**src/hw/rtl/ludec_pkg.sv**
```systemverilog
// Shared types and constants for the lenient UTF-8 decoder.
// Used by the front, queue, back and top-level modules; depends on nothing.
package ludec_pkg;

  localparam int unsigned CP_W        = 21;
  localparam int unsigned MAX_RESULTS = 4;
  localparam int unsigned QUEUE_DEPTH_DEF = 4;

  // Byte classification masks and patterns
  localparam logic [7:0] MASK_1B = 8'h80;
  localparam logic [7:0] MASK_2B = 8'hE0;
  localparam logic [7:0] PAT_2B  = 8'hC0;
  localparam logic [7:0] MASK_3B = 8'hF0;
  localparam logic [7:0] PAT_3B  = 8'hE0;
  localparam logic [7:0] MASK_4B = 8'hF8;
  localparam logic [7:0] PAT_4B  = 8'hF0;
  localparam logic [7:0] MASK_CT = 8'hC0;
  localparam logic [7:0] PAT_CT  = 8'h80;
  localparam logic [7:0] PAY_2B  = 8'h1F;
  localparam logic [7:0] PAY_3B  = 8'h0F;
  localparam logic [7:0] PAY_4B  = 8'h07;
  localparam logic [7:0] PAY_CT  = 8'h3F;

  // All results caused by one input byte
  typedef struct packed {
    logic [1:0]                        last_idx;  // number of results minus one
    logic                              eos;
    logic [MAX_RESULTS-1:0]            raw;
    logic [MAX_RESULTS-1:0][CP_W-1:0]  cp;
  } burst_t;

  typedef struct packed {
    logic full;
    logic empty;
  } q_status_t;

endpackage

```
**src/hw/rtl/ludec_front.sv**
```systemverilog
// Front end of the lenient UTF-8 decoder: accepts bytes, tracks the pending
// sequence and turns each byte into a burst of results. Depends on ludec_pkg.
module ludec_front (
  input  logic                clk_i,
  input  logic                rst_ni,
  input  logic                in_valid_i,
  input  logic [7:0]          in_byte_i,
  input  logic                in_eos_i,
  input  logic                q_full_i,
  output logic                in_ready_o,
  output logic                push_o,
  output ludec_pkg::burst_t   burst_o
);
  import ludec_pkg::*;

  logic [7:0]      leader_q, leader_d;
  logic [CP_W-1:0] accum_q, accum_d;
  logic [1:0]      needed_q, needed_d;
  logic [1:0]      seen_q, seen_d;
  logic [7:0]      cbuf_q [2];
  logic            cbuf_we;
  logic            accept;
  logic [2:0]      n;
  logic [CP_W-1:0] accum_ext;
  logic            is_cont;
  burst_t          burst;

  assign in_ready_o = !q_full_i;
  assign accept     = in_valid_i && !q_full_i;
  assign is_cont    = (in_byte_i & MASK_CT) == PAT_CT;
  assign accum_ext  = {accum_q[CP_W-7:0], in_byte_i[5:0] & PAY_CT[5:0]};

  always_comb begin
    leader_d = leader_q;
    accum_d  = accum_q;
    needed_d = needed_q;
    seen_d   = seen_q;
    cbuf_we  = 1'b0;
    n        = 3'd0;
    burst    = '0;
    burst.eos = in_eos_i;

    if ((needed_q != 2'd0) && is_cont) begin
      if (({1'b0, seen_q} + 3'd1) >= {1'b0, needed_q}) begin
        burst.cp[n[1:0]]  = accum_ext;
        burst.raw[n[1:0]] = 1'b0;
        n = n + 3'd1;
        leader_d = '0;
        accum_d  = '0;
        needed_d = '0;
        seen_d   = '0;
      end else begin
        cbuf_we = 1'b1;
        accum_d = accum_ext;
        seen_d  = seen_q + 2'd1;
      end
    end else begin
      // Flush the broken sequence raw, then treat the byte as a leader
      if (needed_q != 2'd0) begin
        burst.cp[n[1:0]]  = {13'd0, leader_q};
        burst.raw[n[1:0]] = 1'b1;
        n = n + 3'd1;
        if (seen_q > 2'd0) begin
          burst.cp[n[1:0]]  = {13'd0, cbuf_q[0]};
          burst.raw[n[1:0]] = 1'b1;
          n = n + 3'd1;
        end
        if (seen_q > 2'd1) begin
          burst.cp[n[1:0]]  = {13'd0, cbuf_q[1]};
          burst.raw[n[1:0]] = 1'b1;
          n = n + 3'd1;
        end
        leader_d = '0;
        accum_d  = '0;
        needed_d = '0;
        seen_d   = '0;
      end
      if ((in_byte_i & MASK_1B) == 8'h00) begin
        burst.cp[n[1:0]]  = {13'd0, in_byte_i};
        burst.raw[n[1:0]] = 1'b0;
        n = n + 3'd1;
      end else if ((in_byte_i & MASK_2B) == PAT_2B) begin
        leader_d = in_byte_i;
        accum_d  = {13'd0, in_byte_i & PAY_2B};
        needed_d = 2'd1;
        seen_d   = '0;
      end else if ((in_byte_i & MASK_3B) == PAT_3B) begin
        leader_d = in_byte_i;
        accum_d  = {13'd0, in_byte_i & PAY_3B};
        needed_d = 2'd2;
        seen_d   = '0;
      end else if ((in_byte_i & MASK_4B) == PAT_4B) begin
        leader_d = in_byte_i;
        accum_d  = {13'd0, in_byte_i & PAY_4B};
        needed_d = 2'd3;
        seen_d   = '0;
      end else begin
        burst.cp[n[1:0]]  = {13'd0, in_byte_i};
        burst.raw[n[1:0]] = 1'b1;
        n = n + 3'd1;
      end
    end

    // End of stream: drop whatever is still pending as raw bytes
    if (in_eos_i && (needed_d != 2'd0)) begin
      burst.cp[n[1:0]]  = {13'd0, leader_d};
      burst.raw[n[1:0]] = 1'b1;
      n = n + 3'd1;
      if (seen_d > 2'd0) begin
        burst.cp[n[1:0]]  = {13'd0, cbuf_q[0]};
        burst.raw[n[1:0]] = 1'b1;
        n = n + 3'd1;
      end
      if (seen_d > 2'd1) begin
        burst.cp[n[1:0]]  = {13'd0, (cbuf_we ? in_byte_i : cbuf_q[1])};
        burst.raw[n[1:0]] = 1'b1;
        n = n + 3'd1;
      end
      leader_d = '0;
      accum_d  = '0;
      needed_d = '0;
      seen_d   = '0;
    end

    burst.last_idx = n[1:0] - 2'd1;
  end

  // Corner: the eos flush may read the continuation buffered in this very
  // cycle; entry 0 is only ever written by the second byte, handle it too.
  always_comb begin
    burst_o = burst;
    if (in_eos_i && cbuf_we && (seen_q == 2'd0)) begin
      burst_o.cp[1] = {13'd0, in_byte_i};
    end
  end

  assign push_o = accept && (n != 3'd0);

  always_ff @(posedge clk_i or negedge rst_ni) begin
    if (!rst_ni) begin
      leader_q <= '0;
      accum_q  <= '0;
      needed_q <= '0;
      seen_q   <= '0;
    end else if (accept) begin
      leader_q <= leader_d;
      accum_q  <= accum_d;
      needed_q <= needed_d;
      seen_q   <= seen_d;
    end
  end

  always_ff @(posedge clk_i) begin
    if (accept && cbuf_we) begin
      cbuf_q[seen_q[0]] <= in_byte_i;
    end
  end

endmodule

```
**src/hw/rtl/ludec_queue.sv**
```systemverilog
// Short burst queue between the decoder front and back ends.
// Depends on ludec_pkg for the burst record and status types.
module ludec_queue #(
  parameter int unsigned QueueDepth = ludec_pkg::QUEUE_DEPTH_DEF
) (
  input  logic                  clk_i,
  input  logic                  rst_ni,
  input  logic                  push_i,
  input  ludec_pkg::burst_t     push_data_i,
  input  logic                  pop_i,
  output ludec_pkg::burst_t     head_o,
  output ludec_pkg::q_status_t  status_o
);
  import ludec_pkg::*;

  localparam int unsigned PtrW = (QueueDepth > 1) ? $clog2(QueueDepth) : 1;
  localparam int unsigned CntW = $clog2(QueueDepth + 1);

  burst_t            mem_q [QueueDepth];
  logic [PtrW-1:0]   wr_ptr_q, wr_ptr_d;
  logic [PtrW-1:0]   rd_ptr_q, rd_ptr_d;
  logic [CntW-1:0]   count_q, count_d;

  always_comb begin
    wr_ptr_d = wr_ptr_q;
    rd_ptr_d = rd_ptr_q;
    count_d  = count_q;
    if (push_i) begin
      wr_ptr_d = (wr_ptr_q == PtrW'(QueueDepth - 1)) ? '0 : wr_ptr_q + 1'b1;
    end
    if (pop_i) begin
      rd_ptr_d = (rd_ptr_q == PtrW'(QueueDepth - 1)) ? '0 : rd_ptr_q + 1'b1;
    end
    if (push_i && !pop_i) begin
      count_d = count_q + 1'b1;
    end else if (pop_i && !push_i) begin
      count_d = count_q - 1'b1;
    end
  end

  always_ff @(posedge clk_i or negedge rst_ni) begin
    if (!rst_ni) begin
      wr_ptr_q <= '0;
      rd_ptr_q <= '0;
      count_q  <= '0;
    end else begin
      wr_ptr_q <= wr_ptr_d;
      rd_ptr_q <= rd_ptr_d;
      count_q  <= count_d;
    end
  end

  always_ff @(posedge clk_i) begin
    if (push_i) begin
      mem_q[wr_ptr_q] <= push_data_i;
    end
  end

  assign head_o         = mem_q[rd_ptr_q];
  assign status_o.full  = (count_q == CntW'(QueueDepth));
  assign status_o.empty = (count_q == '0);

endmodule

```
**src/hw/rtl/ludec_back.sv**
```systemverilog
// Back end of the lenient UTF-8 decoder (uses ludec_pkg): walks each queued
// burst into the output register, one result per cycle unless stalled.
module ludec_back (
  input  logic                  clk_i,
  input  logic                  rst_ni,
  input  ludec_pkg::burst_t     head_i,
  input  logic                  head_valid_i,
  output logic                  pop_o,
  input  logic                  out_ready_i,
  output logic                  out_valid_o,
  output logic [ludec_pkg::CP_W-1:0] out_cp_o,
  output logic                  out_raw_o,
  output logic                  out_run_last_o,
  output logic                  out_stream_end_o
);
  import ludec_pkg::*;

  logic [1:0]      idx_q, idx_d;
  logic            valid_q, valid_d;
  logic [CP_W-1:0] cp_q;
  logic            raw_q, run_last_q, stream_end_q;
  logic            load, last;

  assign load  = head_valid_i && (!valid_q || out_ready_i);
  assign last  = (idx_q == head_i.last_idx);
  assign pop_o = load && last;

  always_comb begin
    idx_d   = idx_q;
    valid_d = valid_q;
    if (load) begin
      idx_d   = last ? 2'd0 : idx_q + 2'd1;
      valid_d = 1'b1;
    end else if (out_ready_i) begin
      valid_d = 1'b0;
    end
  end

  always_ff @(posedge clk_i or negedge rst_ni) begin
    if (!rst_ni) begin
      idx_q   <= '0;
      valid_q <= 1'b0;
    end else begin
      idx_q   <= idx_d;
      valid_q <= valid_d;
    end
  end

  always_ff @(posedge clk_i) begin
    if (load) begin
      cp_q         <= head_i.cp[idx_q];
      raw_q        <= head_i.raw[idx_q];
      run_last_q   <= last;
      stream_end_q <= last && head_i.eos;
    end
  end

  assign out_valid_o      = valid_q;
  assign out_cp_o         = cp_q;
  assign out_raw_o        = raw_q;
  assign out_run_last_o   = run_last_q;
  assign out_stream_end_o = stream_end_q;

endmodule

```
**src/hw/rtl/lenient_utf8_decoder_unit.sv**
```systemverilog
// Lenient UTF-8 decoder, top level: front end, burst queue and back end.
// Depends on ludec_pkg, ludec_front, ludec_queue and ludec_back.
//
// Takes one UTF-8 byte per transaction on the slave side and emits decoded
// code points on the master side. Overlong forms and surrogates are accepted
// as decoded. Stray continuation bytes and 5/6-byte leaders pass through raw;
// a sequence broken by a non-continuation byte or by tlast is flushed as its
// raw bytes, one result each, and the breaking byte is then decoded afresh.
// Rate: a byte is accepted every cycle as long as the burst queue is not
// full. Each byte yields 0 to 4 results, and the back end issues one result
// per cycle while the master side is ready, so sustained throughput is one
// byte per cycle for well-formed text and drops while bytes cause more than
// one result each. An accepted byte's burst is written into the queue at
// the accepting edge and moves from there into the output register. No
// clearing pass follows reset.
module lenient_utf8_decoder_unit #(
  parameter int unsigned QueueDepth = ludec_pkg::QUEUE_DEPTH_DEF
) (
  input  logic        clk_i,
  input  logic        rst_ni,
  input  logic        s_axis_tvalid,
  output logic        s_axis_tready,
  input  logic [7:0]  s_axis_tdata,   // [7:0] data_byte
  input  logic        s_axis_tlast,   // end_of_stream
  output logic        m_axis_tvalid,
  input  logic        m_axis_tready,
  output logic [23:0] m_axis_tdata,   // [20:0] code_point, [23:21] zero
  output logic [1:0]  m_axis_tuser,   // [0] passed_raw, [1] run_last
  output logic        m_axis_tlast    // stream_end
);
  import ludec_pkg::*;

  logic                push;
  logic                pop;
  burst_t              push_burst;
  burst_t              head;
  q_status_t           q_stat;
  logic [CP_W-1:0]     out_cp;

  // Classify bytes and build one burst of results per byte
  ludec_front u_front (
    .clk_i      (clk_i),
    .rst_ni     (rst_ni),
    .in_valid_i (s_axis_tvalid),
    .in_byte_i  (s_axis_tdata),
    .in_eos_i   (s_axis_tlast),
    .q_full_i   (q_stat.full),
    .in_ready_o (s_axis_tready),
    .push_o     (push),
    .burst_o    (push_burst)
  );

  // Hold bursts so the two sides stall independently
  ludec_queue #(
    .QueueDepth (QueueDepth)
  ) u_queue (
    .clk_i       (clk_i),
    .rst_ni      (rst_ni),
    .push_i      (push),
    .push_data_i (push_burst),
    .pop_i       (pop),
    .head_o      (head),
    .status_o    (q_stat)
  );

  // Serialize each burst onto the master side
  ludec_back u_back (
    .clk_i            (clk_i),
    .rst_ni           (rst_ni),
    .head_i           (head),
    .head_valid_i     (!q_stat.empty),
    .pop_o            (pop),
    .out_ready_i      (m_axis_tready),
    .out_valid_o      (m_axis_tvalid),
    .out_cp_o         (out_cp),
    .out_raw_o        (m_axis_tuser[0]),
    .out_run_last_o   (m_axis_tuser[1]),
    .out_stream_end_o (m_axis_tlast)
  );

  assign m_axis_tdata = {3'b000, out_cp};

  // Never write into a full queue
  a_no_overflow: assert property (@(posedge clk_i) disable iff (!rst_ni)
    push |-> !q_stat.full)
    else $error("burst queue overflow");

  // Never pop an empty queue
  a_no_underflow: assert property (@(posedge clk_i) disable iff (!rst_ni)
    pop |-> !q_stat.empty)
    else $error("burst queue underflow");

  // The end of the stream is always the last result of its byte
  a_end_is_run_last: assert property (@(posedge clk_i) disable iff (!rst_ni)
    (m_axis_tvalid && m_axis_tlast) |-> m_axis_tuser[1])
    else $error("stream end without run last");

  // An accepted end-of-stream byte always produces a result
  a_eos_yields_result: assert property (@(posedge clk_i) disable iff (!rst_ni)
    (s_axis_tvalid && s_axis_tready && s_axis_tlast) |-> push)
    else $error("end of stream byte produced no burst");

endmodule
```
**config.mk**
```make
export PLATFORM = sky130hd
export DESIGN_NAME = lenient_utf8_decoder_unit
export DESIGN_NICKNAME = d
export VERILOG_FILES = /design/src/hw/rtl/ludec_pkg.sv /design/src/hw/rtl/ludec_front.sv /design/src/hw/rtl/ludec_queue.sv /design/src/hw/rtl/ludec_back.sv /design/src/hw/rtl/lenient_utf8_decoder_unit.sv
export SDC_FILE = /design/constraint.sdc
export NUM_CORES = 1
export LEC_CHECK = 0
export BUFFER_PORTS_ARGS = -buffer_cell sky130_fd_sc_hd__clkbuf_2
export CORE_ASPECT_RATIO = 1.1
export CORE_MARGIN = 2
export CORE_UTILIZATION = 49
export DETAILED_ROUTE_END_ITERATION = 10
export SLEW_MARGIN = 20
export SYNTH_ARGS = -nofsm -noshare
export SYNTH_HDL_FRONTEND = slang
export SYNTH_HIERARCHICAL = 1
export SYNTH_SLANG_ARGS = --single-unit
```
**constraint.sdc**
```tcl
create_clock -name clk_i -period 12.77 [get_ports clk_i]
set_clock_uncertainty 0.15 [all_clocks]
set_input_delay 0.6385 -clock clk_i [delete_from_list [all_inputs] [get_ports clk_i]]
set_output_delay 0.6385 -clock clk_i [all_outputs]
set_load 0.05 [all_outputs]
```
==> impl_metrics.toml <==
[run_status]
outcome = "complete, no violations"

[min_path]
hold_path_class = "in2reg"
holdCritStartpoint = "s_axis_tdata[6]"
hold_path_depth = 1
whs_endpoint = "u_front/cbuf_q[0][6]$_DFFE_PP_"

[power]
ir_worst_vdd_mv = 0.131
p_leak_nw = 7.43
pwr_density_cell_nw_per_um2 = 223

[timing]
hold_viol = 0
slew_viol_final = 0
rsz0062_at_grt = "false"
worst_pin_slew_ns = 1.04
timing.setup.tns_ns = 0
fmax_ghz = 0.135
final-setup-viol-count = 0
slew_headroom_pct = 30.3
layout_setup_ws_ns = 5.36
finalCriticalPeriod_ns = 7.41
period_share_pct = 58.0

[clock_network]
worstSkewPairLatency_ns = 0.57
post_cts_buffers = 0
cts.htree.levels = 2
clk_pin_slew_ns = 0.06
root_buffer = "clkbuf_16"
cts_buffer_depth = 3
cts.sinks = 441
cts_tree = "built"
cts_inserted_buffers = 45

[yosys]
synth_area_um2 = 19800
synth-edff-count = 404
synth-seq-cells = 441
synth_top_area_share_pct = 61.2
synth_warnings = 6
synth.largest_area_cell = "edfxtp_1"
yosysUniqueCellTypes = 81
netlist_instances = 1188
synth_area_leaders = "edfxtp_1 61%, mux4_2 12%, dfrtp_1 4.7%, buf_4 1.9%, ha_1 1.5%"
ys_seq_area_share_pct = 65.8
synth_area_per_cell_um2 = 16.7
synth_top_flop_cell = "edfxtp_1"
synth_async_sr_flop_share_pct = 8.39

[setup_path]
slowest_stage = "buf_4"
worstPathArrival_ns = 7.44
crit_required_ns = 12.81
critPathLaunchType = "flip-flop"
r2r_slack_ns = 5.36
crit_chain = "fa_1, nor2b_1, a21oi_1, nor2_1, a21oi_1, a21oi_1, inv_1, ha_1, or2_2, mux2i_1, inv_1, ha_1, and2_1, nand2b_1, o311ai_2, and2_4, buf_4"
cpPeakStageDelay_ns = 0.74
r2r_cells = 17
cpMostUsedCell = "a21oi_1"
path_class = "reg2reg"
critPathMaxFanout = 50
reg2reg_to = "u_queue/mem_q[1][25]$_DFFE_PP_"
r2r-start = "u_front/seen_q[0]$_DFFE_PN0P_"
critical_path.endpoint_type = "flip-flop"

[routing]
vias = 10900
drc_errors = 0
drtPass1Iterations = 7
drtIter0Drc = 1059
dr.max_layer_used = "met4"
drt-met1-wl_um = 18600
dr_wl_met3_um = 2590
wl_met2_um = 22600
routed_wl_um = 46100
via_per_inst = 6.15
wl_per_cell_um = 26.1
ant_nets = 0

[layout]
layout_commonest_cell = "edfxtp_1"
layout_common_cells = "404 x edfxtp_1, 108 x mux4_2, 63 x nand2_1, 47 x clkbuf_16, 42 x conb_1"
diodes = 0
area_growth_pct = 9.66
layout-drive-gt1-share_pct = 21.1
nNetsFinal = 1257
layout.cells.non_filler = 1767
fin_area_um2 = 21700

[place]
placed_cell_area_um2 = 20200
io_buffers = 38
routabilityCongestion = 0.990
numPlacedInstances = 1683
place_ws_ns = 5.06
hpwl_um = 29300

[floorplanning]
die_x_um = 196
dieArea_um2 = 42100
rows = 77
start_util_pct = 49.5
die_height_um = 215
core_um2 = 40100
io_pins = 42

[job]
cap_violations = 0

[global_route]
antenna_found_initial = 0
track_usage_pct = 22.3
first_global_vias = 11000
overflow = 0
grt_pass1_wl_um = 69500
grt_max_degree = 70
-- report_power, final --
group          internal [mW]  switching (mW)  total [mW]
Clock                  0.794           0.528        1.32
Sequential              1.94           0.174        2.12
Combinational          0.599           0.824        1.42
Total                   3.33            1.53        4.86
-- final cells by class --
cell class                 instances  area (um2)
clock inverter                    19         198
inverter                          31         116
clock buffer                      64        1310
timing repair buffer              58         347
tap                              513         642
multi-input combinational        641        6070
sequential                       441       13100
fill                            3160       18300
-- state kept, by name, summed over array words and instances, names as in the netlist, 2 cells and up --
name              cells
u_front/cbuf_q       16
u_front/seen_q        2
u_queue/mem_q       364
u_queue/rd_ptr_q      2
u_front/needed_q      2
u_queue/wr_ptr_q      2
u_back/idx_q          2
u_queue/count_q       3
u_back/out_cp_o      21
u_front/leader_q      8
u_front/accum_q      15
-- worst max-delay path by stage --
| stage | slack (ns) | endpoint | start | cells past startpoint |
|---|---|---|---|---|
| after floorplan | 5.66 | u_queue/mem_q[2][0]$_DFFE_PP_ | u_front/seen_q[0]$_DFFE_PN0P_ | 16 |
| after global placement | 5.23 | u_queue/mem_q[1][68]$_DFFE_PP_ | u_front/seen_q[0]$_DFFE_PN0P_ | 17 |
| final | 5.36 | u_queue/mem_q[1][25]$_DFFE_PP_ | u_front/seen_q[0]$_DFFE_PN0P_ | 17 |
| after CTS | 5.02 | u_queue/mem_q[0][7]$_DFFE_PP_ | u_front/seen_q[0]$_DFFE_PN0P_ | 17 |
| after global routing | 4.85 | u_queue/mem_q[1][72]$_DFFE_PP_ | u_front/seen_q[0]$_DFFE_PN0P_ | 17 |
| after detailed placement | 5.06 | u_queue/mem_q[0][47]$_DFFE_PP_ | u_front/seen_q[0]$_DFFE_PN0P_ | 17 |
-- critical path, delay by kind of cell, from the launching register on --
| family | cells | cell delay, ns |
|---|---|---|
| flops | 1 | 0.52 |
| buf+inv | 3 | 1.04 |
| simple gates | 6 | 2.20 |
| compound gates | 4 | 1.53 |
| mux | 1 | 0.31 |
| fa+ha+maj | 3 | 1.20 |
-- synthesized netlist by cell type, drive strengths merged, types with 4 or more instances --
cell type	count
a22oi	11
a21o	8
and3	21
o32ai	4
a221o	5
dfrtp	37
a22o	20
edfxtp	404
ha	24
and2	21
xor2	5
mux2i	10
o21ai	42
a221oi	13
mux2	4
o31ai	6
o311ai	6
a2bb2oi	7
o211ai	16
nor2	36
a211oi	10
nand2	63
a31oi	18
o22ai	8
a21oi	30
mux4	113
nor2b	4
inv	31
nand2b	10
nor3	6
nand3	22
clkbuf	28
buf	87
a31o	4
-- cell families (layout without fill, tap and decap cells) --
logic type / after synthesis / count (layout) / synth area share, %
adder cells (fa/ha/maj): 26 / 26 / 1.72
other: 2 / 42 / 0.0379
buffers and inverters: 146 / 172 / 4.42
AND/OR/NAND/NOR: 201 / 201 / 5.08
flip-flops: 441 / 441 / 65.8
AO/OA/AOI/OAI: 239 / 239 / 8.99
multiplexers: 127 / 127 / 13.7
XOR/XNOR: 6 / 6 / 0.265
-- through the flow --
step / total power, mW / utilization [%] / hold slack, ns
after floorplan: 3.22 / - / 0.193
after global placement: 3.58 / 50.4 / 0.324
after detailed placement: 3.59 / 50.4 / 0.324
after CTS: 4.92 / 54.2 / 0.266
after global routing: 5.09 / 54.3 / 0.294
final: 4.86 / 54.3 / 0.293
-- repair_timing --
action,CTS,global route
gates resized for setup,0,0
setup endpoints to repair,0,0
hold buffers,1,0
hold endpoints to repair,28,0
-- per-layer routing --
metal	vias to the layer above	track usage, %
li1	4798	-
met1	5568	29.1
met2	374	36.2
met3	122	4.58
met4	0	10.2
met5	-	0
Note: power is estimated with default switching activity, not from simulation.
